**src/rtl/sfr_pkg.sv**
```systemverilog
// Types and constants for the stream find and replace block.
`timescale 1ns / 1ps
package sfr_pkg;

  localparam int BYTE_W     = 8;
  localparam int LEN_W      = 4;
  localparam int REPL_MAX   = 8;
  localparam int REPL_IDX_W = 3;
  localparam int EMIT_W     = 4;
  localparam int CFG_IDX_W  = 4;
  localparam int CFG_DATA_W = 64;

  // Configuration register indexes
  localparam logic [CFG_IDX_W-1:0] REG_PATTERN_BYTES     = 4'd0;
  localparam logic [CFG_IDX_W-1:0] REG_PATTERN_LENGTH    = 4'd1;
  localparam logic [CFG_IDX_W-1:0] REG_REPLACEMENT_BYTES = 4'd2;
  localparam logic [CFG_IDX_W-1:0] REG_REPLACEMENT_LENGTH = 4'd3;

  // Source of one emitted result
  localparam logic [1:0] KIND_POP    = 2'd0;
  localparam logic [1:0] KIND_REPL   = 2'd1;
  localparam logic [1:0] KIND_MARKER = 2'd2;

  typedef struct packed {
    logic       insert;
    logic       clear;
    logic       emit;
    logic [1:0] kind;
    logic       emit_last;
  } sfr_cmd_t;

  typedef struct packed {
    logic [EMIT_W-1:0] count;
    logic              match;
    logic              marker;
    logic              last;
    logic              out_free;
  } sfr_status_t;

endpackage

```
**src/rtl/stream_find_replace.sv**
```systemverilog
// Top level of the streaming find and replace block.
//
//  channel  | handshake             | payload
//  ---------+-----------------------+---------------------------------------------
//  s_*      | s_tvalid / s_tready   | s_tdata = in_byte, s_tlast = in_last
//  m_*      | m_tvalid / m_tready   | m_tdata = out_byte, m_tuser = out_valid,
//           |                       | m_tlast = out_last
//  cfg_*    | cfg_valid / cfg_ready | cfg_index = register, cfg_data = value
//
// Each input byte goes through the insert and evaluate states, then emits 0 to 8
// results; the single output register sets the emit pace.
// Output stalls hold the sequencer in its emit state; the input stays blocked until
// the last result of the byte is in the output register.
// rst is synchronous and clears window count, sequencer and config registers.
// cfg_ready is always high.
`timescale 1ns / 1ps
module stream_find_replace
  import sfr_pkg::*;
#(
  parameter int MAX_PATTERN = 8
) (
  input  logic                  clk,
  input  logic                  rst,
  input  logic                  s_tvalid,
  output logic                  s_tready,
  input  logic [7:0]            s_tdata,   // [7:0] in_byte
  input  logic                  s_tlast,
  output logic                  m_tvalid,
  input  logic                  m_tready,
  output logic [7:0]            m_tdata,   // [7:0] out_byte
  output logic [0:0]            m_tuser,   // [0] out_valid
  output logic                  m_tlast,
  input  logic                  cfg_valid,
  output logic                  cfg_ready,
  input  logic [CFG_IDX_W-1:0]  cfg_index,
  input  logic [CFG_DATA_W-1:0] cfg_data
);

  sfr_cmd_t    cmd;
  sfr_status_t status;

  assign cfg_ready = 1'b1;

  sfr_ctrl u_ctrl (
    .clk      (clk),
    .rst      (rst),
    .s_tvalid (s_tvalid),
    .s_tready (s_tready),
    .status   (status),
    .cmd      (cmd)
  );

  sfr_datapath #(
    .MAX_PATTERN (MAX_PATTERN)
  ) u_dp (
    .clk       (clk),
    .rst       (rst),
    .cmd       (cmd),
    .status    (status),
    .s_tdata   (s_tdata),
    .s_tlast   (s_tlast),
    .cfg_valid (cfg_valid && cfg_ready),
    .cfg_index (cfg_index),
    .cfg_data  (cfg_data),
    .m_tready  (m_tready),
    .m_tvalid  (m_tvalid),
    .m_tdata   (m_tdata),
    .m_tuser   (m_tuser),
    .m_tlast   (m_tlast)
  );

endmodule

```
**src/rtl/sfr_ctrl.sv**
```systemverilog
// Sequencer: takes one byte, plans its results, then emits them one per free slot.
`timescale 1ns / 1ps
module sfr_ctrl
  import sfr_pkg::*;
(
  input  logic        clk,
  input  logic        rst,
  input  logic        s_tvalid,
  output logic        s_tready,
  input  sfr_status_t status,
  output sfr_cmd_t    cmd
);

  localparam logic [1:0] ST_IDLE = 2'd0;
  localparam logic [1:0] ST_EVAL = 2'd1;
  localparam logic [1:0] ST_EMIT = 2'd2;

  logic [1:0]        state, state_next;
  logic [EMIT_W-1:0] remaining, remaining_next;
  logic [1:0]        kind, kind_next;

  assign s_tready = (state == ST_IDLE);

  always_comb begin
    state_next     = state;
    remaining_next = remaining;
    kind_next      = kind;
    cmd            = '0;
    cmd.kind       = kind;
    case (state)
      ST_IDLE: begin
        if (s_tvalid) begin
          cmd.insert = 1'b1;
          state_next = ST_EVAL;
        end
      end
      ST_EVAL: begin
        remaining_next = status.count;
        cmd.clear      = status.match;
        if (status.marker) begin
          kind_next = KIND_MARKER;
        end else if (status.match) begin
          kind_next = KIND_REPL;
        end else begin
          kind_next = KIND_POP;
        end
        state_next = (status.count == '0) ? ST_IDLE : ST_EMIT;
      end
      ST_EMIT: begin
        if (status.out_free) begin
          cmd.emit       = 1'b1;
          cmd.emit_last  = status.last && (remaining == EMIT_W'(1));
          remaining_next = remaining - EMIT_W'(1);
          if (remaining == EMIT_W'(1)) begin
            state_next = ST_IDLE;
          end
        end
      end
      default: begin
        state_next = ST_IDLE;
      end
    endcase
  end

  always_ff @(posedge clk) begin
    if (rst) begin
      state     <= ST_IDLE;
      remaining <= '0;
      kind      <= KIND_POP;
    end else begin
      state     <= state_next;
      remaining <= remaining_next;
      kind      <= kind_next;
    end
  end

endmodule

```
**src/rtl/sfr_datapath.sv**
```systemverilog
// Window shift register, pattern compare, config registers and output register.
`timescale 1ns / 1ps
module sfr_datapath
  import sfr_pkg::*;
#(
  parameter int MAX_PATTERN = 8
) (
  input  logic                  clk,
  input  logic                  rst,
  input  sfr_cmd_t              cmd,
  output sfr_status_t           status,
  input  logic [7:0]            s_tdata,
  input  logic                  s_tlast,
  input  logic                  cfg_valid,
  input  logic [CFG_IDX_W-1:0]  cfg_index,
  input  logic [CFG_DATA_W-1:0] cfg_data,
  input  logic                  m_tready,
  output logic                  m_tvalid,
  output logic [7:0]            m_tdata,
  output logic [0:0]            m_tuser,
  output logic                  m_tlast
);

  localparam int CW = $clog2(MAX_PATTERN + 1);

  logic [CFG_DATA_W-1:0] pattern_bytes, replacement_bytes;
  logic [LEN_W-1:0]      pattern_length, replacement_length;

  logic [BYTE_W-1:0]     win [MAX_PATTERN];
  logic [CW-1:0]         wc;
  logic [CW-1:0]         wc_ins;
  logic                  last_item;
  logic [REPL_IDX_W-1:0] repl_idx;

  logic [LEN_W-1:0]      plen_c, rlen_c, wc_l;
  logic                  mismatch;
  logic [EMIT_W-1:0]     pop_cnt;

  always_ff @(posedge clk) begin
    if (rst) begin
      pattern_bytes      <= '0;
      pattern_length     <= '0;
      replacement_bytes  <= '0;
      replacement_length <= '0;
    end else if (cfg_valid) begin
      case (cfg_index)
        REG_PATTERN_BYTES:      pattern_bytes      <= cfg_data;
        REG_PATTERN_LENGTH:     pattern_length     <= cfg_data[LEN_W-1:0];
        REG_REPLACEMENT_BYTES:  replacement_bytes  <= cfg_data;
        REG_REPLACEMENT_LENGTH: replacement_length <= cfg_data[LEN_W-1:0];
        default: ;
      endcase
    end
  end

  // saturate lengths to the window depth and the replacement size
  assign plen_c = (pattern_length > LEN_W'(MAX_PATTERN)) ? LEN_W'(MAX_PATTERN)
                                                          : pattern_length;
  assign rlen_c = (replacement_length > LEN_W'(REPL_MAX)) ? LEN_W'(REPL_MAX)
                                                           : replacement_length;
  assign wc_l   = LEN_W'(wc);
  assign wc_ins = (wc >= CW'(MAX_PATTERN)) ? CW'(MAX_PATTERN - 1) : wc;

  always_comb begin
    mismatch = 1'b0;
    for (int i = 0; i < MAX_PATTERN; i++) begin
      if ((LEN_W'(i) < plen_c) && (win[i] != pattern_bytes[i*BYTE_W +: BYTE_W])) begin
        mismatch = 1'b1;
      end
    end
  end

  // drain one or two bytes while the window is at least as long as the pattern
  always_comb begin
    if (wc_l > plen_c) begin
      pop_cnt = ((wc_l - LEN_W'(1)) > plen_c) ? EMIT_W'(2) : EMIT_W'(1);
    end else if (wc_l == plen_c) begin
      pop_cnt = EMIT_W'(1);
    end else begin
      pop_cnt = '0;
    end
  end

  always_comb begin
    status.match    = (wc_l == plen_c) && !mismatch;
    status.marker   = status.match && last_item && (rlen_c == '0);
    status.last     = last_item;
    status.out_free = !m_tvalid || m_tready;
    if (status.match) begin
      status.count = status.marker ? EMIT_W'(1) : EMIT_W'(rlen_c);
    end else if (last_item) begin
      status.count = EMIT_W'(wc_l);
    end else begin
      status.count = pop_cnt;
    end
  end

  always_ff @(posedge clk) begin
    if (cmd.insert) begin
      for (int i = 0; i < MAX_PATTERN; i++) begin
        if (wc_ins == CW'(i)) begin
          win[i] <= s_tdata;
        end
      end
    end else if (cmd.emit && (cmd.kind == KIND_POP)) begin
      for (int i = 0; i < MAX_PATTERN - 1; i++) begin
        win[i] <= win[i+1];
      end
    end
  end

  always_ff @(posedge clk) begin
    if (rst) begin
      wc        <= '0;
      last_item <= 1'b0;
      repl_idx  <= '0;
    end else begin
      if (cmd.insert) begin
        wc        <= wc_ins + CW'(1);
        last_item <= s_tlast;
        repl_idx  <= '0;
      end else if (cmd.clear) begin
        wc <= '0;
      end else if (cmd.emit && (cmd.kind == KIND_POP)) begin
        wc <= wc - CW'(1);
      end
      if (cmd.emit && (cmd.kind == KIND_REPL)) begin
        repl_idx <= repl_idx + REPL_IDX_W'(1);
      end
    end
  end

  always_ff @(posedge clk) begin
    if (rst) begin
      m_tvalid <= 1'b0;
    end else if (cmd.emit) begin
      m_tvalid <= 1'b1;
    end else if (m_tready) begin
      m_tvalid <= 1'b0;
    end
  end

  always_ff @(posedge clk) begin
    if (cmd.emit) begin
      m_tlast <= cmd.emit_last;
      case (cmd.kind)
        KIND_POP: begin
          m_tdata <= win[0];
          m_tuser <= 1'b1;
        end
        KIND_REPL: begin
          m_tdata <= replacement_bytes[{repl_idx, 3'b000} +: BYTE_W];
          m_tuser <= 1'b1;
        end
        default: begin
          m_tdata <= '0;
          m_tuser <= 1'b0;
        end
      endcase
    end
  end

endmodule

```
**config.mk**
```make
export PLATFORM = sky130hd
export DESIGN_NAME = stream_find_replace
export DESIGN_NICKNAME = d
export VERILOG_FILES = /design/src/rtl/sfr_pkg.sv /design/src/rtl/stream_find_replace.sv /design/src/rtl/sfr_ctrl.sv /design/src/rtl/sfr_datapath.sv
export SDC_FILE = /design/constraint.sdc
export NUM_CORES = 1
export LEC_CHECK = 0
export ABC_AREA = 0
export BUFFER_PORTS_ARGS = -buffer_cell sky130_fd_sc_hd__buf_2
export CORE_MARGIN = 10
export CORE_UTILIZATION = 59
export DETAILED_ROUTE_END_ITERATION = 7
export PLACE_DENSITY = 0.83
export SLEW_MARGIN = 40
export SYNTH_ARGS = -nofsm -noshare
export SYNTH_HDL_FRONTEND = slang
export SYNTH_HIERARCHICAL = 1
export SYNTH_SLANG_ARGS = --single-unit
```
**constraint.sdc**
```tcl
create_clock -name clk -period 3.98 [get_ports clk]
set_clock_uncertainty 0.15 [all_clocks]
set_input_delay 0.199 -clock clk [delete_from_list [all_inputs] [get_ports clk]]
set_output_delay 0.199 -clock clk [all_outputs]
set_load 0.03 [all_outputs]
```
==> flow_metrics.py <==
metrics = {
    "run_status": {
        "status": "finished with violations",
        "violations": "hold timing",
    },
    "routing": {
        "vias": 8883,
        "drtPass1Iterations": 5,
        "drc": 0,
        "dr_wl_met2_um": 14500,
        "viasPerCell": 5.926,
        "wl_per_cell_um": 19.93,
        "highest_layer": "met4",
        "finalWirelength_um": 29880,
        "dr_wl_met3_um": 2577,
        "antenna_left": 0,
        "drt_iter0_drc": 907,
        "wl_met1_um": 11450,
    },
    "power_and_ir_drop": {
        "intPower_w": 0.004669,
        "p_sw_w": 0.002113,
        "peakVddDrop_v": 0.0003920,
        "seqPwrFrac": 0.443,
        "swShare": 0.3116,
        "p_comb_frac": 0.253,
        "leakagePower_nw": 4.658,
        "pwr-share-clk": 0.304,
        "p_per_area_nw_per_um2": 547.3,
    },
    "synthesis": {
        "async_flop_share": 0,
        "syn_inst": 1123,
        "yosysWarningCount": 6,
        "yosys-mux-area-fraction": 0.05164,
        "synth-edff-count": 74,
        "synth-adder-area-share": 0.02051,
        "synth_area_per_cell_sq_um": 9.234,
        "synth_top_family_by_area": "simple AND/OR/NAND/NOR gates",
        "synth_xor_xnor_area_share": 0.05659,
        "synth_ff_type": "dfxtp_1",
        "yosys.area_share.simple": 0.1879,
        "seq_area_frac_synth": 0.5097,
        "synth_seq_cells": 227,
        "netlist_area_sq_um": 10370,
        "yosysUniqueCellTypes": 61,
        "synth.net_count": 1222,
        "synth_compound_gate_area_share": 0.1374,
    },
    "min_path": {
        "hold_class": "in2reg",
    },
    "worst_setup_path": {
        "reg2regPathDepth": 12,
        "reg2reg_to": "u_dp/wc[2]",
        "endpoint": "u_dp/wc[2]",
        "rrSetupSlack_ns": 0.77,
        "cp-startpoint": "u_dp/win[0][6]",
        "endpoint_kind": "flop",
        "cp.arrival_ns": 3.42,
        "critical_path_class": "reg2reg",
        "worstPathMaxFanout": 7,
        "cp.required_ns": 4.19,
        "start_kind": "flop",
        "reg2reg_from": "u_dp/win[0][6]",
    },
    "run": {
        "cap_violations": 0,
    },
    "clock_tree": {
        "cts.repair.resized": 0,
        "cts-root-buf": "clkbuf_16",
        "clockBufferDepth": 3,
        "cts_tree": "done",
        "clock_sinks": 227,
        "clk_latency_ns": 0.51,
        "numCtsBuffers": 22,
        "clkTransAtPathRegs_ns": 0.06,
        "post_cts_buffers": 0,
        "cts_max_level": 1,
    },
    "sta": {
        "tightest_slew_ns": 0.7517,
        "setup_violations": 0,
        "fmax_mhz": 311.9,
        "tns_ns": 0,
        "period_share": 0.8055,
        "rsz0062_at_grt": "false",
        "period_minus_slack_ns": 3.206,
        "hold_viol": 4,
        "finalMaxSlewViolations": 0,
        "whs_ns": -0.01439,
        "max-slew-margin-rel": 0.4989,
    },
    "layout": {
        "multiInputGateArea_sq_um": 4731,
        "syn_to_final_growth_pct": 19.50,
        "nNetsFinal": 1357,
        "fin_area_sq_um": 12390,
        "regArea_sq_um": 5288,
        "drive_above_1_share": 0.1335,
        "fillers": 1145,
    },
    "floorplanning": {
        "start_util": 0.6016,
        "rows": 48,
        "io_pins": 95,
        "die_h_um": 152.6,
        "design.core.area_sq_um": 17240,
        "die_w_um": 152.6,
        "die_area_sq_um": 23280,
    },
    "global_route": {
        "antenna_found_initial": 1,
        "grt_usage": 0.2434,
        "grt_max_degree": 82,
        "grt_pass1_wl_um": 46780,
        "grt_pass1_vias": 8741,
        "overflow": 0,
    },
    "placed_design": {
        "port_buffers": 93,
        "place_congestion": 0.9210,
        "place_area_sq_um": 10910,
        "hpwl_um": 18970,
    },
}
[how the worst min path moves through the flow]
stage | from | endpoint | slack (ns) | cells past startpoint
after CTS | cfg_valid | u_dp/pattern_length[1] | 0.09 | 5
after floorplan | cfg_data[0] | u_dp/replacement_bytes[0] | 0.18 | 2
after global routing | rst | u_dp/replacement_length[2] | 0.02 | 2
after global placement | s_tlast | u_dp/last_item | 0.28 | 3
final | rst | u_dp/replacement_length[1] | -0.01 | 2
after detailed placement | u_dp/replacement_bytes[22] | u_dp/replacement_bytes[22] | 0.30 | 2
[power groups by stage]
stage | Combinational [W] | Clock (W) | Sequential [W]
floorplan | 0.00121 | 0 | 0.00301
global placement | 0.00155 | 0 | 0.00303
detailed placement | 0.00161 | 0 | 0.00304
CTS | 0.00169 | 0.00206 | 0.00300
global route | 0.00188 | 0.00217 | 0.00302
finish | 0.00172 | 0.00206 | 0.00301
[stage by stage]
stage	power (W)	util	worst slack [ns]	instances
finish	0.006782	0.7189	0.7742	1499
global route	0.007068	0.7189	0.5756	1499
CTS	0.006751	0.7185	0.8441	1498
detailed placement	0.004647	0.6330	0.8643	1383
global placement	0.004584	0.6327	0.9708	1383
floorplan	0.004226	-	1.019	1123
[repair_timing]
action                                  CTS  global route
hold endpoints to repair                161             0
endpoints found under the setup margin    0             0
hold buffers                             76             0
[placed cells by master (no fill, tap or decap), types with 4 or more instances in the layout]
cell type / instances
a211oi_1: 10
a21o_1: 40
a21oi_1: 165
and2_1: 16
buf_2: 92
buf_4: 11
clkbuf_1: 7
clkbuf_16: 25
clkinv_2: 5
dfxtp_1: 151
dlygate4sd3_1: 76
edfxtp_1: 74
ha_1: 17
inv_1: 15
mux2i_1: 16
mux4_2: 16
nand2_1: 317
nand2b_1: 4
nand3_1: 21
nand3b_1: 5
nand4_1: 11
nor2_1: 33
nor2b_1: 5
nor3_1: 5
nor4_1: 9
o21ai_0: 8
xnor2_1: 34
xor2_1: 33
[synthesized netlist by cell type, types with 6 or more instances]
master	count	area share
nand2_1	317	0.11
a21oi_1	165	0.080
ha_1	17	0.021
and2_1	16	0.0097
xnor2_1	34	0.029
nand3_1	21	0.010
a211oi_1	10	0.0072
inv_1	15	0.0054
mux4_2	16	0.035
a21o_1	40	0.029
xor2_1	33	0.028
nor4_1	9	0.0054
o21ai_0	9	0.0043
clkbuf_1	53	0.019
buf_2	6	0.0029
nor2_1	34	0.012
dfxtp_1	153	0.30
edfxtp_1	74	0.21
nand4_1	11	0.0066
mux2i_1	16	0.015
[worst max-delay path, cell delays in order (launching register included)]
cell and delay, ns:
edfxtp_1 0.40, xor2_1 0.16, nor4_1 0.48, nand4_1 0.26, a2111oi_2 0.27, a21oi_1 0.16
nor2_4 0.23, and2_1 0.26, nor2_1 0.11, nand2_1 0.21, o31ai_1 0.11, a22oi_1 0.18
nor2_1 0.07
[kinds of logic after synthesis]
family	count (synthesis)
AO/OA/AOI/OAI	246
XOR/XNOR	67
adder cells (fa/ha/maj)	17
buffers and inverters	85
flip-flops	227
multiplexers	33
other	1
AND/OR/NAND/NOR	447
[routing by layer]
layer / up-vias / GRT usage
met3: 94 / 0.04290
met5: - / 0
li1: 4114 / -
met4: 0 / 0.1131
met2: 492 / 0.4091
met1: 4183 / 0.2976
[registers in the layout (all words and copies together), names as in the netlist]
| name | count |
|---|---|
| u_dp/pattern_bytes | 64 |
| u_dp/replacement_bytes | 64 |
| u_dp/win | 64 |
| u_dp/m_tdata | 8 |
| u_ctrl/remaining | 4 |
| u_dp/pattern_length | 4 |
| u_dp/replacement_length | 4 |
| u_dp/wc | 4 |
| u_dp/repl_idx | 3 |
| u_ctrl/kind | 2 |
| u_ctrl/state | 2 |
| u_dp/last_item | 1 |
| u_dp/m_tlast | 1 |
| u_dp/m_tuser | 1 |
| u_dp/m_tvalid | 1 |
[final cells by class]
type | instances | share of cell area
Multi-Input combinational cell | 811 | 0.3818
Antenna cell | 1 | 0.0002019
Sequential cell | 227 | 0.4267
Clock buffer | 35 | 0.05594
Inverter | 16 | 0.004947
Timing Repair Buffer | 180 | 0.1061
Tap cell | 225 | 0.02272
Clock inverter | 4 | 0.001616
No activity file was read; power rests on OpenSTA's default activity.
